File: src/design/qrm_pkg.sv
// shared types and constants for the rotation matrix to quaternion core
package qrm_pkg;

  localparam int FIELD_W    = 16;
  localparam int ROOT_W     = 15;
  localparam int RAD_W      = 2 * ROOT_W;
  localparam int REM_W      = ROOT_W + 2;
  localparam int ROOT_STEPS = ROOT_W;

  typedef struct packed {
    logic signed [FIELD_W-1:0] r00;
    logic signed [FIELD_W-1:0] r01;
    logic signed [FIELD_W-1:0] r02;
    logic signed [FIELD_W-1:0] r10;
    logic signed [FIELD_W-1:0] r11;
    logic signed [FIELD_W-1:0] r12;
    logic signed [FIELD_W-1:0] r20;
    logic signed [FIELD_W-1:0] r21;
    logic signed [FIELD_W-1:0] r22;
  } quat_in_t;

  typedef struct packed {
    logic signed [FIELD_W-1:0] quat_w;
    logic signed [FIELD_W-1:0] quat_x;
    logic signed [FIELD_W-1:0] quat_y;
    logic signed [FIELD_W-1:0] quat_z;
  } quat_out_t;

endpackage

File: src/design/rotation_matrix_to_quaternion_core.sv
// Rotation matrix to unit quaternion (copysign form), fixed point with FRAC_BITS fraction
// bits. One matrix is taken every clock cycle: busy stays low, and each result appears
// with out_valid high for one cycle at the end of the pipeline. The depth is set by
// the square root, which is a chain of 15 register stages producing one root bit each,
// run side by side for the four components, plus a sum stage, a radicand stage and an
// output register. The receiver cannot stall the block; results must be taken as they come.
module rotation_matrix_to_quaternion_core
  import qrm_pkg::*;
#(
  parameter int FRAC_BITS = 14
) (
  input  logic      clk,
  input  logic      rst_n,
  input  logic      start,
  output logic      busy,
  input  quat_in_t  in_data,
  output logic      out_valid,
  output quat_out_t out_data
);

  localparam int SUM_W  = ((FRAC_BITS > 17) ? FRAC_BITS : 17) + 3;
  localparam int SHIFT  = FRAC_BITS - 2;
  localparam int N_W    = SUM_W - 1 + SHIFT;
  localparam int EXT_W  = (N_W > RAD_W + 1) ? N_W : RAD_W + 1;
  localparam int PIPE_D = ROOT_STEPS + 2;
  localparam int LAT    = PIPE_D + 1;

  localparam logic signed [SUM_W-1:0] ONE = SUM_W'(1) << FRAC_BITS;

  logic accept;
  assign busy   = 1'b0;
  assign accept = start && !busy;

  // valid and sign flags ride alongside the data
  logic [PIPE_D-1:0] vld_r;
  logic [2:0]        neg_r [PIPE_D];

  // stage 1: diagonal sums
  logic signed [SUM_W-1:0] sum_r   [4];
  logic signed [SUM_W-1:0] sum_nxt [4];
  logic [2:0]              neg_nxt;

  always_comb begin
    logic signed [SUM_W-1:0] a00;
    logic signed [SUM_W-1:0] a11;
    logic signed [SUM_W-1:0] a22;
    logic signed [FIELD_W:0] dx;
    logic signed [FIELD_W:0] dy;
    logic signed [FIELD_W:0] dz;
    a00 = SUM_W'(in_data.r00);
    a11 = SUM_W'(in_data.r11);
    a22 = SUM_W'(in_data.r22);
    sum_nxt[0] = ONE + a00 + a11 + a22;
    sum_nxt[1] = ONE + a00 - a11 - a22;
    sum_nxt[2] = ONE - a00 + a11 - a22;
    sum_nxt[3] = ONE - a00 - a11 + a22;
    dx = (FIELD_W+1)'(in_data.r21) - (FIELD_W+1)'(in_data.r12);
    dy = (FIELD_W+1)'(in_data.r02) - (FIELD_W+1)'(in_data.r20);
    dz = (FIELD_W+1)'(in_data.r10) - (FIELD_W+1)'(in_data.r01);
    neg_nxt = {dz[FIELD_W], dy[FIELD_W], dx[FIELD_W]};
  end

  // stage 2: clamp, scale and saturation check
  logic [RAD_W-1:0] rad_r   [4];
  logic             sat_r   [4];
  logic [RAD_W-1:0] rad_nxt [4];
  logic             sat_nxt [4];

  always_comb begin
    logic [EXT_W-1:0] n_ext;
    for (int i = 0; i < 4; i++) begin
      n_ext = EXT_W'(sum_r[i][SUM_W-2:0]) << SHIFT;
      if (sum_r[i][SUM_W-1]) begin
        rad_nxt[i] = '0;
        sat_nxt[i] = 1'b0;
      end else begin
        rad_nxt[i] = n_ext[RAD_W-1:0];
        sat_nxt[i] = |n_ext[EXT_W-1:RAD_W];
      end
    end
  end

  always_ff @(posedge clk) begin
    for (int i = 0; i < 4; i++) begin
      sum_r[i] <= sum_nxt[i];
      rad_r[i] <= rad_nxt[i];
      sat_r[i] <= sat_nxt[i];
    end
    neg_r[0] <= neg_nxt;
    for (int s = 1; s < PIPE_D; s++) begin
      neg_r[s] <= neg_r[s-1];
    end
  end

  // stages 3 and on: four root pipelines
  logic [ROOT_W-1:0] mag [4];

  for (genvar g = 0; g < 4; g++) begin : g_root
    qrm_sqrt_pipe u_sqrt (
      .clk   (clk),
      .rad_i (rad_r[g]),
      .sat_i (sat_r[g]),
      .mag_o (mag[g])
    );
  end

  // output register with sign applied
  quat_out_t out_nxt;
  quat_out_t out_data_r;
  logic      out_valid_r;

  function automatic logic [FIELD_W-1:0] apply_sign(input logic [ROOT_W-1:0] m,
                                                    input logic neg);
    logic [FIELD_W-1:0] v;
    v = FIELD_W'(m);
    return neg ? (FIELD_W'(0) - v) : v;
  endfunction

  always_comb begin
    out_nxt.quat_w = FIELD_W'(mag[0]);
    out_nxt.quat_x = apply_sign(mag[1], neg_r[PIPE_D-1][0]);
    out_nxt.quat_y = apply_sign(mag[2], neg_r[PIPE_D-1][1]);
    out_nxt.quat_z = apply_sign(mag[3], neg_r[PIPE_D-1][2]);
  end

  always_ff @(posedge clk) begin
    if (!rst_n) begin
      vld_r       <= '0;
      out_valid_r <= 1'b0;
    end else begin
      vld_r       <= {vld_r[PIPE_D-2:0], accept};
      out_valid_r <= vld_r[PIPE_D-1];
    end
  end

  always_ff @(posedge clk) begin
    out_data_r <= out_nxt;
  end

  assign out_valid = out_valid_r;
  assign out_data  = out_data_r;

`ifndef SYNTHESIS
  a_w_nonneg: assert property (@(posedge clk) disable iff (!rst_n)
    out_valid |-> !out_data.quat_w[FIELD_W-1])
    else $error("quat_w negative");

  a_lat: assert property (@(posedge clk) disable iff (!rst_n)
    out_valid |-> $past(accept, LAT))
    else $error("result without a matching input beat");

  a_mag_range: assert property (@(posedge clk) disable iff (!rst_n)
    out_valid |-> (out_data.quat_x != {1'b1, {(FIELD_W-1){1'b0}}}) &&
                  (out_data.quat_y != {1'b1, {(FIELD_W-1){1'b0}}}) &&
                  (out_data.quat_z != {1'b1, {(FIELD_W-1){1'b0}}}))
    else $error("magnitude out of range");
`endif

endmodule

File: src/design/qrm_sqrt_pipe.sv
// pipelined floor square root, one result bit per register stage
module qrm_sqrt_pipe
  import qrm_pkg::*;
(
  input  logic              clk,
  input  logic [RAD_W-1:0]  rad_i,
  input  logic              sat_i,
  output logic [ROOT_W-1:0] mag_o
);

  logic [REM_W-1:0]  rem_r   [ROOT_STEPS];
  logic [ROOT_W-1:0] root_r  [ROOT_STEPS];
  logic [RAD_W-1:0]  rad_r   [ROOT_STEPS];
  logic              sat_r   [ROOT_STEPS];
  logic [REM_W-1:0]  rem_nxt [ROOT_STEPS];
  logic [ROOT_W-1:0] root_nxt[ROOT_STEPS];
  logic [RAD_W-1:0]  rad_nxt [ROOT_STEPS];
  logic              sat_nxt [ROOT_STEPS];

  always_comb begin
    logic [REM_W-1:0]  rem_in;
    logic [ROOT_W-1:0] root_in;
    logic [RAD_W-1:0]  rad_in;
    logic              sat_in;
    logic [REM_W-1:0]  cur;
    logic [REM_W-1:0]  trial;
    for (int k = 0; k < ROOT_STEPS; k++) begin
      if (k == 0) begin
        rem_in  = '0;
        root_in = '0;
        rad_in  = rad_i;
        sat_in  = sat_i;
      end else begin
        rem_in  = rem_r[k-1];
        root_in = root_r[k-1];
        rad_in  = rad_r[k-1];
        sat_in  = sat_r[k-1];
      end
      // bring down the next two radicand bits
      cur   = {rem_in[REM_W-3:0], rad_in[RAD_W-1 -: 2]};
      trial = {root_in, 2'b01};
      if (cur >= trial) begin
        rem_nxt[k]  = cur - trial;
        root_nxt[k] = {root_in[ROOT_W-2:0], 1'b1};
      end else begin
        rem_nxt[k]  = cur;
        root_nxt[k] = {root_in[ROOT_W-2:0], 1'b0};
      end
      rad_nxt[k] = {rad_in[RAD_W-3:0], 2'b00};
      sat_nxt[k] = sat_in;
    end
  end

  always_ff @(posedge clk) begin
    for (int k = 0; k < ROOT_STEPS; k++) begin
      rem_r[k]  <= rem_nxt[k];
      root_r[k] <= root_nxt[k];
      rad_r[k]  <= rad_nxt[k];
      sat_r[k]  <= sat_nxt[k];
    end
  end

  assign mag_o = sat_r[ROOT_STEPS-1] ? '1 : root_r[ROOT_STEPS-1];

endmodule

File: config.mk
export PLATFORM = sky130hd
export DESIGN_NAME = rotation_matrix_to_quaternion_core
export DESIGN_NICKNAME = d
export VERILOG_FILES = /design/src/design/qrm_pkg.sv /design/src/design/rotation_matrix_to_quaternion_core.sv /design/src/design/qrm_sqrt_pipe.sv
export SDC_FILE = /design/constraint.sdc
export NUM_CORES = 2
export LEC_CHECK = 0
export BUFFER_PORTS_ARGS = -buffer_cell sky130_fd_sc_hd__buf_2
export CORE_MARGIN = 2
export CORE_UTILIZATION = 62
export DETAILED_ROUTE_END_ITERATION = 16
export HOLD_SLACK_MARGIN = 0.08
export PLACE_DENSITY = 0.79
export SYNTH_ARGS = -nofsm -noshare
export SYNTH_HDL_FRONTEND = slang
export SYNTH_SLANG_ARGS = --single-unit
File: constraint.sdc
create_clock -name clk -period 5.36 [get_ports clk]
set_input_delay 0.804 -clock clk [delete_from_list [all_inputs] [get_ports clk]]
set_output_delay 0.804 -clock clk [all_outputs]
set_load 0.02 [all_outputs]
# Word level (Yosys, flattened, before mapping)
# Memories as Yosys holds them, arrays and structs flattened. A register that Yosys moved wholly into a read port is not among the register bits.
# Cells that the tools add are included.
# word_totals
mem_bits_rw	3915
word_cells	298
inputBits	147
reg_bits	66
memories	20
output_inout_bits	66
# op_classes
n_mux	134
magnitude_cmp	60
addsub	76
# memory_table
name	words	width	read_ports	rd_clocked_by_memory_dff	wr	line_no	rtl
g_root[0].u_sqrt.rad_r	15	28	14	0	15	qrm_sqrt_pipe.sv:13	logic [RAD_W-1:0] rad_r [ROOT_STEPS];
g_root[1].u_sqrt.rad_r	15	28	14	0	15	qrm_sqrt_pipe.sv:13	
g_root[2].u_sqrt.rad_r	15	28	14	0	15	qrm_sqrt_pipe.sv:13	
g_root[3].u_sqrt.rad_r	15	28	14	0	15	qrm_sqrt_pipe.sv:13	
g_root[0].u_sqrt.rem_r	15	17	14	0	15	qrm_sqrt_pipe.sv:11	logic [REM_W-1:0] rem_r [ROOT_STEPS];
g_root[1].u_sqrt.rem_r	15	17	14	0	15	qrm_sqrt_pipe.sv:11	
+14 memories	--	--	--	--	--	--	
# op_table
operator	n
2-to-1 mux 17 bit	60
>= comparator 17 bit	56
subtractor 17 bit	56
2-to-1 mux 30 bit	4
2-to-1 mux 15 bit	6
2-to-1 mux 1 bit	64
subtractor 16 x 16 -> 17 bit	3
subtractor 1 x 15 -> 16 bit (first input constant)	3
adder 18 x 16 -> 19 bit	2
subtractor 18 x 16 -> 19 bit	2
adder 17 x 16 -> 18 bit	2
subtractor 17 x 16 -> 18 bit	2
adder 16 x 16 -> 17 bit (first input constant)	1
subtractor 16 x 16 -> 17 bit (first input constant)	1
subtractor 2 x 1 -> 3 bit (second input constant)	4
>= comparator 2 x 1 -> 1 bit (second input constant)	4

# Logic depth before layout (Yosys ltp)
# An unclocked memory read counts as a cell.
# depth
depth_word	4
ltp_mapped	16
depth_no_buf	16

# Modules after synthesis
# From an unflattened synthesis, not the netlist that was laid out.
# hier_totals
cells_unflattened	8619
hier_area_um2	91277.5
# by_module_without_submodules
module	area_each_um2	instances	cells_per_inst	seq_area_each_um2
qrm_sqrt_pipe (g_root[1].u_sqrt ...)	19498.7	2	1816	10810.4
qrm_sqrt_pipe (g_root[0].u_sqrt)	19452.4	1	1853	10810.4
qrm_sqrt_pipe (g_root[3].u_sqrt)	19314.8	1	1816	10810.4
rotation_matrix_to_quaternion_core	13513.0	1	1318	5645.4

# Worst setup path after synthesis
# OpenSTA, ideal clock, no wires.
# synth_path
path_kind	input port to flip-flop
start	input in_data[132] (netlist bit)
end	memory sum_r[3][18] (netlist bit)
setup_time_ns	0.095
path_slack_ns	1.046
arrival_time_ns	4.219
path_stages	14
cell_sequence	or3_1 or3_1 nor3_1 xor2_1 fa_1 inv_1 ha_1 a21o_1 a21o_1 a21oi_1 o31ai_1 a311oi_1 a21oi_1 a221oi_1
# synth_lines
item	line_no	rtl
start: declaration	rotation_matrix_to_quaternion_core.sv:16	input quat_in_t in_data,
end: declaration	rotation_matrix_to_quaternion_core.sv:39	logic signed [SUM_W-1:0] sum_r [4];

==> results.sh <==
export IMPL_crit_path_max_fanout=5
export IMPL_h_tree_depth=4
export IMPL_dieHeight_um=351
export IMPL_first_pass_iters=5
export IMPL_io_pins=213
export IMPL_synth_flop_cell="dfxtp_1"
export IMPL_initial_core_util=0.623
export IMPL_slew_headroom=0.262
export IMPL_drive_gt1_frac=0.0930
export IMPL_vias=49379
export IMPL_slew_viol_final=0
export IMPL_hold_class="in -> reg"
export IMPL_viasPerCell=5.24
export IMPL_diodes=0
export IMPL_cts_resized=0
export IMPL_required_ns=6.07
export IMPL_status="finished clean"
export IMPL_finalCritPeriodShare=0.770
export IMPL_ys_seq_elements=1870
export IMPL_routed_wirelength_mm=129
export IMPL_postPlaceCellArea_um2=77400
export IMPL_route_detailed_drc=0
export IMPL_wire_per_inst_um=13.7
export IMPL_tightest_slew_ns=1.10
export IMPL_synth_cell_types=81
export IMPL_setup_violations=0
export IMPL_finClkSkew_ns=0.0244
export IMPL_crit_type="in -> reg"
export IMPL_holdBufCountCts=0
export IMPL_numPortBuffers=210
export IMPL_ctsRootBufferMaster="clkbuf_16"
export IMPL_antenna_left=0
export IMPL_clock_path_buffers=3
export IMPL_finalSetupTns_ns=0
export IMPL_cts_inserted_buffers=176
export IMPL_area_growth_pct=12.1
export IMPL_synthArstFlopShare=0
export IMPL_fin_crit_ns=4.12
export IMPL_arrival_ns=4.83
export IMPL_power_density_nw_per_um2=620
export IMPL_drt_iter0_drc=2582
export IMPL_nFillCells=8626
export IMPL_rsz0062_at_grt="false"
export IMPL_grt_pass1_vias=49081
export IMPL_nNetsFinal=8518
export IMPL_globalRouteOverflowTotal=0
export IMPL_syn_area_per_cell_um2=10.1
export IMPL_core_rowCount=127
export IMPL_gp_congestion=0.961
export IMPL_dieWidth_um=351
export IMPL_maxCapViolations=0
export IMPL_yosys_warnings=0
export IMPL_coreArea_um2=119000
export IMPL_peakVddDrop_uv=446
export IMPL_grt_max_degree=27
export IMPL_yosysSeqAreaShare=0.502
export IMPL_dp_cells=9096
export IMPL_clkSinkCount=1870
export IMPL_netlist_instances=7344
export IMPL_dp_hpwl_mm=96.2
export IMPL_synth_edf_count=0
export IMPL_stdcell_area_um2=83500
export IMPL_fin_cells=9418
export IMPL_final_util=0.699
export IMPL_post_cts_buffers=0
export IMPL_mostFrequentLayoutCells="dfxtp_1, inv_1, ha_1"
export IMPL_hold_viol=0
export IMPL_antenna_found_initial=6
export IMPL_syn_area_um2=74500
export IMPL_final_common_cell="dfxtp_1"
export IMPL_grt_pass1_wl_mm=220
export IMPL_grt_use_total=0.210
export IMPL_endpoint_kind="flip-flop"
export IMPL_p_leak_nw=39.9
export IMPL_clk_latency_ns=0.79
export IMPL_dieArea_um2=123000
export IMPL_cp_start_kind="input pin"
export IMPL_clk_pin_slew_worst_paths_ns=0.06
export IMPL_fmax_mhz=242
export IMPL_cts_tree="yes"
-- cell type report --
cell class | count | area [µm²] | share of cell area
Clock buffer | 239 | 4960 | 0.0594
Clock inverter | 83 | 1160 | 0.0139
Inverter | 796 | 2990 | 0.0358
Multi-Input combinational cell | 4590 | 33700 | 0.404
Sequential cell | 1870 | 37400 | 0.448
Tap cell | 1612 | 2020 | 0.0242
Timing Repair Buffer | 228 | 1190 | 0.0142
-- metrics by stage --
| step | worst slack [ns] | hold slack, ns | total power [W] |
|---|---|---|---|
| 6_report | 1.24 | 0.260 | 0.0518 |
| 5_1_grt | 0.993 | 0.245 | 0.0555 |
| 4_1_cts | 1.29 | 0.190 | 0.0521 |
| 3_5_place_dp | 0.470 | 0.312 | 0.0391 |
| 3_3_place_gp | 0.442 | 0.310 | 0.0383 |
| 2_1_floorplan | 1.05 | 0.310 | 0.0351 |
-- synthesized netlist by cell type (20+ instances only) --
library cell / count / area, µm²
nor2b_1: 155 / 970
ha_1: 620 / 7760
a21oi_1: 378 / 1890
a21o_1: 168 / 1260
xnor2_1: 325 / 2850
nand3_1: 78 / 390
inv_1: 792 / 2970
o31ai_1: 45 / 338
clkbuf_1: 78 / 293
a211oi_1: 44 / 330
nor2_1: 419 / 1570
or3_1: 53 / 332
nand4_1: 42 / 263
or4_1: 29 / 218
and3_1: 29 / 181
a31oi_1: 28 / 175
o21bai_1: 51 / 383
o21a_1: 108 / 811
nand3b_1: 20 / 150
fa_1: 89 / 1780
and2_1: 40 / 250
o21ai_0: 385 / 1930
nand2b_1: 79 / 494
mux2i_1: 21 / 210
mux2_2: 135 / 1520
dfxtp_1: 1870 / 37400
or2_2: 40 / 250
nor3_1: 167 / 836
nor4_1: 65 / 407
nand2_1: 471 / 1770
xor2_1: 228 / 2000
-- worst max-delay path, cell delays in order --
cell	delay, ns
buf_2	0.15
or3_1	0.38
or3_1	0.34
nor3_1	0.16
buf_4	0.17
nor3b_1	0.25
xnor2_1	0.21
fa_1	0.54
ha_1	0.38
a21o_1	0.21
a211o_1	0.29
a41oi_1	0.34
o31ai_1	0.15
a2111o_1	0.38
o21ai_0	0.07
-- where the power goes --
group / total, W / switching, W / internal (W)
Combinational: 0.0168 / 0.00879 / 0.00804
Clock: 0.0127 / 0.00514 / 0.00756
Sequential: 0.0223 / 0.00293 / 0.0193
-- kinds of logic (layout without fill, tap and decap cells) --
| logic type | after synthesis | count (layout) | synth area share |
|---|---|---|---|
| AOI/OAI and AO/OA | 1400 | 1400 | 0.118 |
| xor gates and xnor gates | 553 | 553 | 0.0650 |
| adders and majority gates | 709 | 709 | 0.128 |
| buffers and inverters | 893 | 1346 | 0.0455 |
| DFF | 1870 | 1870 | 0.502 |
| muxes | 165 | 165 | 0.0246 |
| other | 1 | 10 | 0.0000503 |
| and+or+nand+nor | 1753 | 1753 | 0.116 |
-- metal layers --
metal	share of wire	wire, µm	track usage
met1	0.43	55900	0.243
met4	0.027	3500	0.0761
met5	0.00039	50	0
met2	0.50	65300	0.391
met3	0.037	4740	0.0338
-- final timing paths --
check | end | depth (start not counted) | start | slack, ns
worst max-delay path | sum_r[2][18]$_DFF_P_ | 15 | in_data[132] | 1.24
worst min-delay path | vld_r[0]$_SDFF_PN0_ | 2 | start | 0.26
worst max register to register | g_root[1].u_sqrt.rem_r[1][90]$_DFF_P_ | 9 | g_root[1].u_sqrt.rem_r[1][68]$_SDFF_PP0_ | 2.06
worst min register to register | g_root[2].u_sqrt.rad_r[0][194]$_DFF_P_ | 0 | g_root[2].u_sqrt.rad_r[0][164]$_DFF_P_ | 0.31
-- flip-flops by register name, summed over array words and instances, names as in the netlist --
signal	count
sum_r	74
g_root.u_sqrt.rem_r	760
neg_r	51
rad_r	72
g_root.u_sqrt.sat_r	60
g_root.u_sqrt.root_r	480
out_data	63
out_valid	1
sat_r	4
vld_r	17
g_root.u_sqrt.rad_r	288
Note: power is estimated with default switching activity, not from simulation.
